==> src/sv/aiq_pkg.sv <==
`default_nettype none

package aiq_pkg;

  // Fixed field widths
  localparam int unsigned CfgIdxW   = 3;
  localparam int unsigned CfgDataW  = 8;
  localparam int unsigned LimitW    = 8;
  localparam int unsigned HoldW     = 8;
  localparam int unsigned MaskW     = 5;
  localparam int unsigned SrcW      = 3;

  // Default debounce counter width
  localparam int unsigned CountWidthDef = 8;

  // Register values after reset
  localparam logic [LimitW-1:0] KeyLimitRst      = 8'd3;
  localparam logic [LimitW-1:0] PowerLimitRst    = 8'd100;
  localparam logic [LimitW-1:0] SwitchLimitRst   = 8'd20;
  localparam logic [LimitW-1:0] SensorLimitRst   = 8'd5;
  localparam logic [HoldW-1:0]  MotionHoldoffRst = 8'd20;
  localparam logic [HoldW-1:0]  KnockHoldoffRst  = 8'd50;

  // Register indexes
  typedef enum logic [CfgIdxW-1:0] {
    CFG_ARMED          = 3'd0,
    CFG_KEY_LIMIT      = 3'd1,
    CFG_POWER_LIMIT    = 3'd2,
    CFG_SWITCH_LIMIT   = 3'd3,
    CFG_SENSOR_LIMIT   = 3'd4,
    CFG_MOTION_HOLDOFF = 3'd5,
    CFG_KNOCK_HOLDOFF  = 3'd6
  } cfg_idx_e;

  // Message source codes
  typedef enum logic [SrcW-1:0] {
    SRC_NONE   = 3'd0,
    SRC_KEY    = 3'd1,
    SRC_POWER  = 3'd2,
    SRC_SWITCH = 3'd3,
    SRC_MOTION = 3'd4,
    SRC_KNOCK  = 3'd5
  } src_e;

  // Bit positions in the fired mask
  localparam int unsigned BitKey    = 0;
  localparam int unsigned BitPower  = 1;
  localparam int unsigned BitSwitch = 2;
  localparam int unsigned BitMotion = 3;
  localparam int unsigned BitKnock  = 4;

  typedef struct packed {
    logic              armed;
    logic [LimitW-1:0] key_limit;
    logic [LimitW-1:0] power_limit;
    logic [LimitW-1:0] switch_limit;
    logic [LimitW-1:0] sensor_limit;
    logic [HoldW-1:0]  motion_holdoff;
    logic [HoldW-1:0]  knock_holdoff;
  } cfg_t;

  typedef struct packed {
    logic frame_start;
    logic key_level;
    logic power_level;
    logic switch_level;
    logic motion_level;
    logic knock_level;
  } sample_t;

  typedef struct packed {
    logic [MaskW-1:0] fired_mask;
    logic             alert;
    src_e             message_source;
  } result_t;

endpackage

`default_nettype wire

==> src/sv/aiq_cfg_regs.sv <==
`default_nettype none

module aiq_cfg_regs (
  input  logic                        clk_i,
  input  logic                        rst_ni,
  input  logic                        cfg_valid_i,
  input  logic [aiq_pkg::CfgIdxW-1:0] cfg_index_i,
  input  logic [aiq_pkg::CfgDataW-1:0] cfg_data_i,
  output aiq_pkg::cfg_t               cfg_o
);
  import aiq_pkg::*;

  cfg_t cfg_q;
  cfg_t cfg_d;

  // Decode the register index and update the addressed field
  always_comb begin
    cfg_d = cfg_q;
    if (cfg_valid_i) begin
      case (cfg_idx_e'(cfg_index_i))
        CFG_ARMED:          cfg_d.armed          = cfg_data_i[0];
        CFG_KEY_LIMIT:      cfg_d.key_limit      = cfg_data_i;
        CFG_POWER_LIMIT:    cfg_d.power_limit    = cfg_data_i;
        CFG_SWITCH_LIMIT:   cfg_d.switch_limit   = cfg_data_i;
        CFG_SENSOR_LIMIT:   cfg_d.sensor_limit   = cfg_data_i;
        CFG_MOTION_HOLDOFF: cfg_d.motion_holdoff = cfg_data_i;
        CFG_KNOCK_HOLDOFF:  cfg_d.knock_holdoff  = cfg_data_i;
        default:            cfg_d = cfg_q;
      endcase
    end
  end

  // Hold the register file
  always_ff @(posedge clk_i or negedge rst_ni) begin
    if (!rst_ni) begin
      cfg_q.armed          <= 1'b0;
      cfg_q.key_limit      <= KeyLimitRst;
      cfg_q.power_limit    <= PowerLimitRst;
      cfg_q.switch_limit   <= SwitchLimitRst;
      cfg_q.sensor_limit   <= SensorLimitRst;
      cfg_q.motion_holdoff <= MotionHoldoffRst;
      cfg_q.knock_holdoff  <= KnockHoldoffRst;
    end else begin
      cfg_q <= cfg_d;
    end
  end

  assign cfg_o = cfg_q;

endmodule

`default_nettype wire

==> src/sv/aiq_qualify.sv <==
`default_nettype none

module aiq_qualify #(
  parameter int unsigned COUNT_WIDTH = aiq_pkg::CountWidthDef
) (
  input  logic             clk_i,
  input  logic             rst_ni,
  input  logic             step_i,
  input  aiq_pkg::sample_t smp_i,
  input  aiq_pkg::cfg_t    cfg_i,
  output aiq_pkg::result_t res_o
);
  import aiq_pkg::*;

  // Compare width covers both the counter and the limit
  localparam int unsigned CmpW = (COUNT_WIDTH > LimitW) ? COUNT_WIDTH : LimitW;
  localparam logic [COUNT_WIDTH-1:0] CountMax = '1;

  logic [COUNT_WIDTH-1:0] key_count_q,    key_count_d;
  logic [COUNT_WIDTH-1:0] power_count_q,  power_count_d;
  logic [COUNT_WIDTH-1:0] switch_count_q, switch_count_d;
  logic [COUNT_WIDTH-1:0] motion_count_q, motion_count_d;
  logic [COUNT_WIDTH-1:0] knock_count_q,  knock_count_d;
  logic                   power_ready_q,  power_ready_d;
  logic                   switch_ready_q, switch_ready_d;
  logic                   motion_ready_q, motion_ready_d;
  logic                   knock_ready_q,  knock_ready_d;
  logic [HoldW-1:0]       motion_wait_q,  motion_wait_d;
  logic [HoldW-1:0]       knock_wait_q,   knock_wait_d;
  logic [MaskW-1:0]       mask;

  // Judge one sample against the debounce state
  always_comb begin
    logic [HoldW-1:0]       mw;
    logic [HoldW-1:0]       kw;
    logic [COUNT_WIDTH-1:0] cnt;

    key_count_d    = key_count_q;
    power_count_d  = power_count_q;
    switch_count_d = switch_count_q;
    motion_count_d = motion_count_q;
    knock_count_d  = knock_count_q;
    power_ready_d  = power_ready_q;
    switch_ready_d = switch_ready_q;
    motion_ready_d = motion_ready_q;
    knock_ready_d  = knock_ready_q;
    mask           = '0;
    cnt            = '0;

    // Advance the holdoffs on a frame start
    mw = motion_wait_q;
    kw = knock_wait_q;
    if (smp_i.frame_start) begin
      if (mw != '0) mw = mw - 1'b1;
      if (kw != '0) kw = kw - 1'b1;
    end

    // Key: fires on every run of limit+1 low samples
    if (!smp_i.key_level) begin
      cnt = (key_count_q == CountMax) ? key_count_q : key_count_q + 1'b1;
      if (CmpW'(cnt) > CmpW'(cfg_i.key_limit)) begin
        mask[BitKey] = 1'b1;
        cnt          = '0;
      end
      key_count_d = cnt;
    end else begin
      key_count_d = '0;
    end

    // Power loss: fires once, re-arms on a high sample
    if (!smp_i.power_level) begin
      if (power_ready_q) begin
        cnt = (power_count_q == CountMax) ? power_count_q : power_count_q + 1'b1;
        if (CmpW'(cnt) > CmpW'(cfg_i.power_limit)) begin
          mask[BitPower] = 1'b1;
          cnt            = '0;
          power_ready_d  = 1'b0;
        end
        power_count_d = cnt;
      end
    end else begin
      power_ready_d = 1'b1;
      power_count_d = '0;
    end

    // Switch on: fires once, re-arms on a low sample
    if (smp_i.switch_level) begin
      if (switch_ready_q) begin
        cnt = (switch_count_q == CountMax) ? switch_count_q : switch_count_q + 1'b1;
        if (CmpW'(cnt) > CmpW'(cfg_i.switch_limit)) begin
          mask[BitSwitch] = cfg_i.armed;
          cnt             = '0;
          switch_ready_d  = 1'b0;
        end
        switch_count_d = cnt;
      end
    end else begin
      switch_ready_d = 1'b1;
      switch_count_d = '0;
    end

    // Motion and knock: judged only while the switch is off
    if (!smp_i.switch_level) begin
      if (smp_i.motion_level) begin
        if (motion_ready_q && mw == '0) begin
          cnt = (motion_count_q == CountMax) ? motion_count_q : motion_count_q + 1'b1;
          if (CmpW'(cnt) > CmpW'(cfg_i.sensor_limit)) begin
            mask[BitMotion] = cfg_i.armed;
            cnt             = '0;
            mw              = cfg_i.motion_holdoff;
            motion_ready_d  = 1'b0;
          end
          motion_count_d = cnt;
        end
      end else begin
        motion_ready_d = 1'b1;
        motion_count_d = '0;
      end

      if (!smp_i.knock_level) begin
        if (knock_ready_q && kw == '0) begin
          cnt = (knock_count_q == CountMax) ? knock_count_q : knock_count_q + 1'b1;
          if (CmpW'(cnt) > CmpW'(cfg_i.sensor_limit)) begin
            mask[BitKnock] = cfg_i.armed;
            cnt            = '0;
            kw             = cfg_i.knock_holdoff;
            knock_ready_d  = 1'b0;
          end
          knock_count_d = cnt;
        end
      end else begin
        knock_ready_d = 1'b1;
        knock_count_d = '0;
      end
    end

    motion_wait_d = mw;
    knock_wait_d  = kw;
  end

  // Pick the highest alerting channel
  always_comb begin
    res_o.fired_mask = mask;
    res_o.alert      = |mask;
    if (mask[BitKnock])       res_o.message_source = SRC_KNOCK;
    else if (mask[BitMotion]) res_o.message_source = SRC_MOTION;
    else if (mask[BitSwitch]) res_o.message_source = SRC_SWITCH;
    else if (mask[BitPower])  res_o.message_source = SRC_POWER;
    else if (mask[BitKey])    res_o.message_source = SRC_KEY;
    else                      res_o.message_source = SRC_NONE;
  end

  // Advance the channel state once per judged sample
  always_ff @(posedge clk_i or negedge rst_ni) begin
    if (!rst_ni) begin
      key_count_q    <= '0;
      power_count_q  <= '0;
      switch_count_q <= '0;
      motion_count_q <= '0;
      knock_count_q  <= '0;
      power_ready_q  <= 1'b0;
      switch_ready_q <= 1'b0;
      motion_ready_q <= 1'b0;
      knock_ready_q  <= 1'b0;
      motion_wait_q  <= '0;
      knock_wait_q   <= '0;
    end else if (step_i) begin
      key_count_q    <= key_count_d;
      power_count_q  <= power_count_d;
      switch_count_q <= switch_count_d;
      motion_count_q <= motion_count_d;
      knock_count_q  <= knock_count_d;
      power_ready_q  <= power_ready_d;
      switch_ready_q <= switch_ready_d;
      motion_ready_q <= motion_ready_d;
      knock_ready_q  <= knock_ready_d;
      motion_wait_q  <= motion_wait_d;
      knock_wait_q   <= knock_wait_d;
    end
  end

endmodule

`default_nettype wire

==> src/sv/alarm_input_qualifier_unit.sv <==
// Path: a request is held in the input register and its result in the result register.
// Throughput: one request per cycle unless a stalled result holds the input register;
// the input register and the result register each hold one item, and the channel state
// advances once per judged sample.
// Reset: asynchronous, active low; debounce state cleared, registers to defaults.
`default_nettype none

module alarm_input_qualifier_unit #(
  parameter int unsigned COUNT_WIDTH = aiq_pkg::CountWidthDef
) (
  input  logic                         clk_i,
  input  logic                         rst_ni,
  // Configuration writes
  input  logic                         cfg_valid_i,
  output logic                         cfg_ready_o,
  input  logic [aiq_pkg::CfgIdxW-1:0]  cfg_index_i,
  input  logic [aiq_pkg::CfgDataW-1:0] cfg_data_i,
  // Sample requests
  input  logic                         in_valid_i,
  output logic                         in_stall_o,
  input  logic                         frame_start_i,
  input  logic                         key_level_i,
  input  logic                         power_level_i,
  input  logic                         switch_level_i,
  input  logic                         motion_level_i,
  input  logic                         knock_level_i,
  // Results
  output logic                         out_valid_o,
  input  logic                         out_stall_i,
  output logic [aiq_pkg::MaskW-1:0]    fired_mask_o,
  output logic                         alert_o,
  output logic [aiq_pkg::SrcW-1:0]     message_source_o
);
  import aiq_pkg::*;

  cfg_t    cfg;
  sample_t smp_q;
  result_t res;
  result_t res_q;
  logic    in_vld_q, in_vld_d;
  logic    out_vld_q, out_vld_d;
  logic    in_accept;
  logic    advance;

  // Configuration is taken in any cycle
  assign cfg_ready_o = 1'b1;

  aiq_cfg_regs u_cfg_regs (
    .clk_i       (clk_i),
    .rst_ni      (rst_ni),
    .cfg_valid_i (cfg_valid_i),
    .cfg_index_i (cfg_index_i),
    .cfg_data_i  (cfg_data_i),
    .cfg_o       (cfg)
  );

  // Move the held sample on when the result register is free or draining
  assign advance    = in_vld_q && (!out_vld_q || !out_stall_i);
  assign in_stall_o = in_vld_q && !advance;
  assign in_accept  = in_valid_i && !in_stall_o;

  always_comb begin
    in_vld_d = in_vld_q;
    if (in_accept)    in_vld_d = 1'b1;
    else if (advance) in_vld_d = 1'b0;

    out_vld_d = out_vld_q;
    if (advance)                       out_vld_d = 1'b1;
    else if (out_vld_q && !out_stall_i) out_vld_d = 1'b0;
  end

  aiq_qualify #(
    .COUNT_WIDTH (COUNT_WIDTH)
  ) u_qualify (
    .clk_i  (clk_i),
    .rst_ni (rst_ni),
    .step_i (advance),
    .smp_i  (smp_q),
    .cfg_i  (cfg),
    .res_o  (res)
  );

  // Hold the valid flags
  always_ff @(posedge clk_i or negedge rst_ni) begin
    if (!rst_ni) begin
      in_vld_q  <= 1'b0;
      out_vld_q <= 1'b0;
    end else begin
      in_vld_q  <= in_vld_d;
      out_vld_q <= out_vld_d;
    end
  end

  // Capture the sample and the result
  always_ff @(posedge clk_i) begin
    if (in_accept) begin
      smp_q.frame_start  <= frame_start_i;
      smp_q.key_level    <= key_level_i;
      smp_q.power_level  <= power_level_i;
      smp_q.switch_level <= switch_level_i;
      smp_q.motion_level <= motion_level_i;
      smp_q.knock_level  <= knock_level_i;
    end
    if (advance) begin
      res_q <= res;
    end
  end

  assign out_valid_o      = out_vld_q;
  assign fired_mask_o     = res_q.fired_mask;
  assign alert_o          = res_q.alert;
  assign message_source_o = res_q.message_source;

endmodule

`default_nettype wire

==> config.mk <==
export PLATFORM = sky130hd
export DESIGN_NAME = alarm_input_qualifier_unit
export DESIGN_NICKNAME = d
export VERILOG_FILES = /design/src/sv/aiq_pkg.sv /design/src/sv/aiq_cfg_regs.sv /design/src/sv/aiq_qualify.sv /design/src/sv/alarm_input_qualifier_unit.sv
export SDC_FILE = /design/constraint.sdc
export NUM_CORES = 1
export LEC_CHECK = 0
export BUFFER_PORTS_ARGS = -buffer_cell sky130_fd_sc_hd__buf_4
export CORE_ASPECT_RATIO = 1.1
export CORE_MARGIN = 1.5
export CORE_UTILIZATION = 58
export CTS_BUF_LIST = sky130_fd_sc_hd__clkbuf_4
export CTS_CLUSTER_DIAMETER = 200
export CTS_CLUSTER_SIZE = 40
export DETAILED_ROUTE_END_ITERATION = 8
export PLACE_DENSITY = 0.79
export RECOVER_POWER = 100
export SYNTH_ARGS = -nofsm -noshare
export SYNTH_HDL_FRONTEND = slang
export SYNTH_SLANG_ARGS = --single-unit
==> constraint.sdc <==
create_clock -name clk_i -period 3.05 [get_ports clk_i]
set_input_delay 0.1525 -clock clk_i [delete_from_list [all_inputs] [get_ports clk_i]]
set_output_delay 0.1525 -clock clk_i [all_outputs]
set_load 0.02 [all_outputs]
==> results.md <==
* Die width at 111.4 um
* CTS sink cnt at 126
* Layout cells sized above 1 at 0.2133
* Total power at 5.133 mW
* Area of the core at 12590 sq um
* Die Footprint at 13620 sq um
* CTS tree: built
* Worst-path clk slew at 0.11 ns
* Hold Path Cell Cnt at 5
* Io pins at 34
* Required time worst endpoint at 3.49 ns
* Final Setup Violations at 0
* Fin nets at 943
* Fin Clk Skew at 0.02193 ns
* DR pass1 iterations at 5
* Starting Density at 0.5957
* Synthesis Warnings at 0
* Dpl hpwl at 13180 um
* Final setup TNS at 0 ns
* Average size of a mapped cell at 9.715 sq um
* Initial antenna violation count at 1
* GRT Overall Usage at 0.2781
* Leakage power at 3.916 nW
* CTS Buf Count at 17
* Violated checks: capacitance limit, slew limit
* Vias per cell at 6.215
* CP Data Arrival Time at 3.41 ns
* Longest Clk Path Bufs at 2
* Total gr overflow at 0
* Hold crit path type: in2reg
* Synthesized cell area at 7500 sq um
* Residual DRC at 0
* Worst slew pin tran at 1.571 ns
* Fillers at 952
* Worst flop-to-flop path startpoint: u_qualify.knock_count_q[5]$_DFFE_PN0P_
* DR vias at 6488
* Port Buffers at 32
* Die span in y at 122.3 um
* EDFF count, synth at 15
* First-pass GRT wire length at 29950 um
* Hold endpoint: u_cfg_regs.cfg_o[48]$_DFFE_PN0P_
* Syn Nets at 842
* DRT Wirelength at 18520 um
* Worst min-delay path startpoint: cfg_valid_i
* Post-layout minimum cycle time at 2.971 ns
* Max-Cap Viols at 1
* Period utilization at 0.9740
* Final hold violation count at 0
* R2R Setup Slk at 0.08 ns
* Critical Path Source Type: flop
* Max_slew headroom at -0.04734
* Primary FF master, synth: dfrtp_1
* Critical path class: reg2reg
* Root buffer selected by CTS: clkbuf_4
* H-tree level count at 4
* Rows at 43
* Critical Path Fanout Max at 5
* Layout Area Growth over Synthesis at 16.85%
* Setup crit end kind: flop
* Remaining antenna violation count at 0
* Outcome: finished with violations
* Avg WL per Cell at 17.73 um
* Post-synth ARST share at 0.8810
* Largest net degree at the start of global routing at 63
* Synthesis-stage register bit count at 126
* Initial DRC count at 594
* Max-slew violations at 62
* Post-Route Utilization at 0.6961
* Routability congestion estimate from global placement at 0.9561
* Syn Inst Count at 772
* Vias in the first global route at 6095
* R2r endpoint: u_qualify.knock_wait_q[4]$_DFFE_PN0P_
* Worst VDD drop at 0.0003507 V
* Worst-Skew Late Latency at 0.55 ns
* Reg2Reg Depth at 12
* Synth unique cells at 72
* Sequential cell area fraction in the yosys report at 0.4328
* Cell Pwr Density at 585.7 nW/um^2
* Max Fclk at 336.6 MHz
==> power by group <==
part,leakage [nW],switching [mW],internal [mW],total [mW]
Combinational,2.26,0.983,0.822,1.81
Sequential,1.52,0.263,2.03,2.29
Clock,0.137,0.591,0.446,1.04
Total,3.92,1.84,3.30,5.13
==> cell usage in the layout, fill, tap and decap left out, types with 13 or more instances in the layout <==
cell	Yosys	routed
clkbuf_1	20	16
inv_1	51	51
mux2_2	31	31
a22o_1	17	17
nand4_1	17	17
nor2b_1	13	13
buf_4	1	60
nor2_1	43	41
edfxtp_1	15	15
ha_1	48	46
clkbuf_4	0	29
nand2_1	71	69
dlygate4sd3_1	0	20
dfstp_2	14	14
o21ai_0	63	61
dfrtp_1	97	95
nand3_1	36	33
a21oi_1	29	28
==> area by class of cell <==
type	count	area (sq um)	area share
multi-input cells	571	4084	0.4660
diodes	1	2.502	0.0002856
well taps	157	196.4	0.02242
inverters	51	191.4	0.02184
clock inverters	9	71.32	0.008138
flip-flops and latches	126	3248	0.3706
clock buffers	23	172.7	0.01970
repair buffers	106	797.0	0.09095
==> worst max path at each step <==
stage	end	slack (ns)	start	depth (start not counted)
detailed placement	u_qualify.knock_count_q[0]$_DFFE_PN0P_	-0.02	u_qualify.knock_count_q[5]$_DFFE_PN0P_	11
CTS	u_qualify.knock_count_q[0]$_DFFE_PN0P_	-0.001	u_qualify.knock_count_q[0]$_DFFE_PN0P_	11
global route	message_source_o[1]$_SDFFCE_PP0P_	-0.07	u_qualify.switch_count_q[0]$_DFFE_PN0P_	12
global placement	u_qualify.knock_count_q[0]$_DFFE_PN0P_	0.11	u_qualify.knock_count_q[4]$_DFFE_PN0P_	11
floorplan	u_qualify.knock_count_q[0]$_DFFE_PN0P_	0.01	u_qualify.knock_count_q[3]$_DFFE_PN0P_	13
finish	u_qualify.knock_wait_q[4]$_DFFE_PN0P_	0.08	u_qualify.knock_count_q[5]$_DFFE_PN0P_	12
==> stage by stage <==
step / worst slack, ns / std cells / area [sq um] / hold slack (ns)
finish: 0.07921 / 1044 / 8763 / 0.08041
global route: -0.06773 / 1044 / 8763 / 0.06738
CTS: -0.001098 / 1027 / 8589 / 0.03171
detailed placement: -0.02308 / 975 / 8137 / 0.2957
global placement: 0.1098 / 975 / 8137 / 0.2842
floorplan: 0.01122 / 772 / 7506 / -0.1431
==> synth_stat cells (3+ instances only) <==
cell type   n  area (sq um)
a31o_2      5         43.79
xor2_1      9         78.83
edfxtp_1   15         450.4
and3_1     11         68.82
and2_1      8         50.05
o21ai_0    63         315.3
nand4_1    17         106.4
or2_2       3         18.77
nor4_1      6         37.54
o211ai_1    6         45.04
o31a_1      3         26.28
mux2_2     31         349.1
nor4b_1     4         35.03
nor3_1     12         60.06
nand4b_1    4         35.03
clkbuf_1   20         75.07
nand2b_1    8         50.05
or3_1       4         25.02
and4_1      3         26.28
ha_1       48         600.6
nor2_1     43         161.4
a21oi_1    29         145.1
a22o_1     17         148.9
a211oi_1    5         37.54
a31oi_1    10         62.56
xnor2_1    11         96.34
nand2_1    71         266.5
dfstp_2    14         367.9
o2bb2ai_1   3         26.28
a32o_1     11         110.1
nand3_1    36         180.2
o21a_1     10         75.07
o31ai_1     8         60.06
inv_1      51         191.4
o22ai_1     3         18.77
mux2i_1     4         40.04
nor2b_1    13         81.33
dfrtp_1    97          2427
nor3b_1     3         22.52
a21o_1     10         75.07
==> critical path, cell delays in order, from the launching register on <==
cell and delay (ns):
dfrtp_1 0.38, and3_1 0.25, nand3_4 0.13, nor2_4 0.16
mux2_2 0.37, ha_1 0.30, nor2b_1 0.15, o211ai_1 0.23
buf_4 0.17, a31oi_2 0.14, buf_4 0.19, and2_1 0.18
a31o_2 0.25
==> cells by family after synthesis <==
family / share of synthesized area
and+or+nand+nor: 0.1867
buffers and inverters: 0.03937
other: 0.0005000
muxes: 0.05188
adders and majority gates: 0.08008
DFF: 0.4328
xor gates and xnor gates: 0.02336
AOI/OAI and AO/OA: 0.1854
==> what timing repair did <==
action	in CTS	in global routing
hold endpoints to repair	109	0
buffers inserted	0	16
cloned	0	0
hold buffers	20	0
pin swaps	2	7
gates resized for setup	3	28
setup endpoints to repair	8	50
==> sequential cells by signal (all words and copies together), names as in the netlist <==
| name | flops |
|---|---|
| alert_o | 1 |
| u_qualify.knock_ready_q | 1 |
| u_qualify.motion_wait_q | 8 |
| u_qualify.key_count_q | 8 |
| smp_q | 6 |
| u_qualify.motion_count_q | 8 |
| u_qualify.knock_wait_q | 8 |
| u_qualify.knock_count_q | 8 |
| fired_mask_o | 5 |
| message_source_o | 3 |
| u_qualify.switch_count_q | 8 |
| u_cfg_regs.cfg_o | 49 |
| in_vld_q | 1 |
| out_valid_o | 1 |
| u_qualify.power_count_q | 8 |
| u_qualify.power_ready_q | 1 |
| u_qualify.switch_ready_q | 1 |
| u_qualify.motion_ready_q | 1 |
==> layer usage <==
layer | wire [um] | track usage | vias up
li1 | - | - | 3063
met1 | 7989 | 0.3560 | 3148
met2 | 9094 | 0.4682 | 235
met3 | 939 | 0.04889 | 42
met4 | 491 | 0.1234 | 0
met5 | 0 | 0 | -
Power figures use the tool's default switching activity.
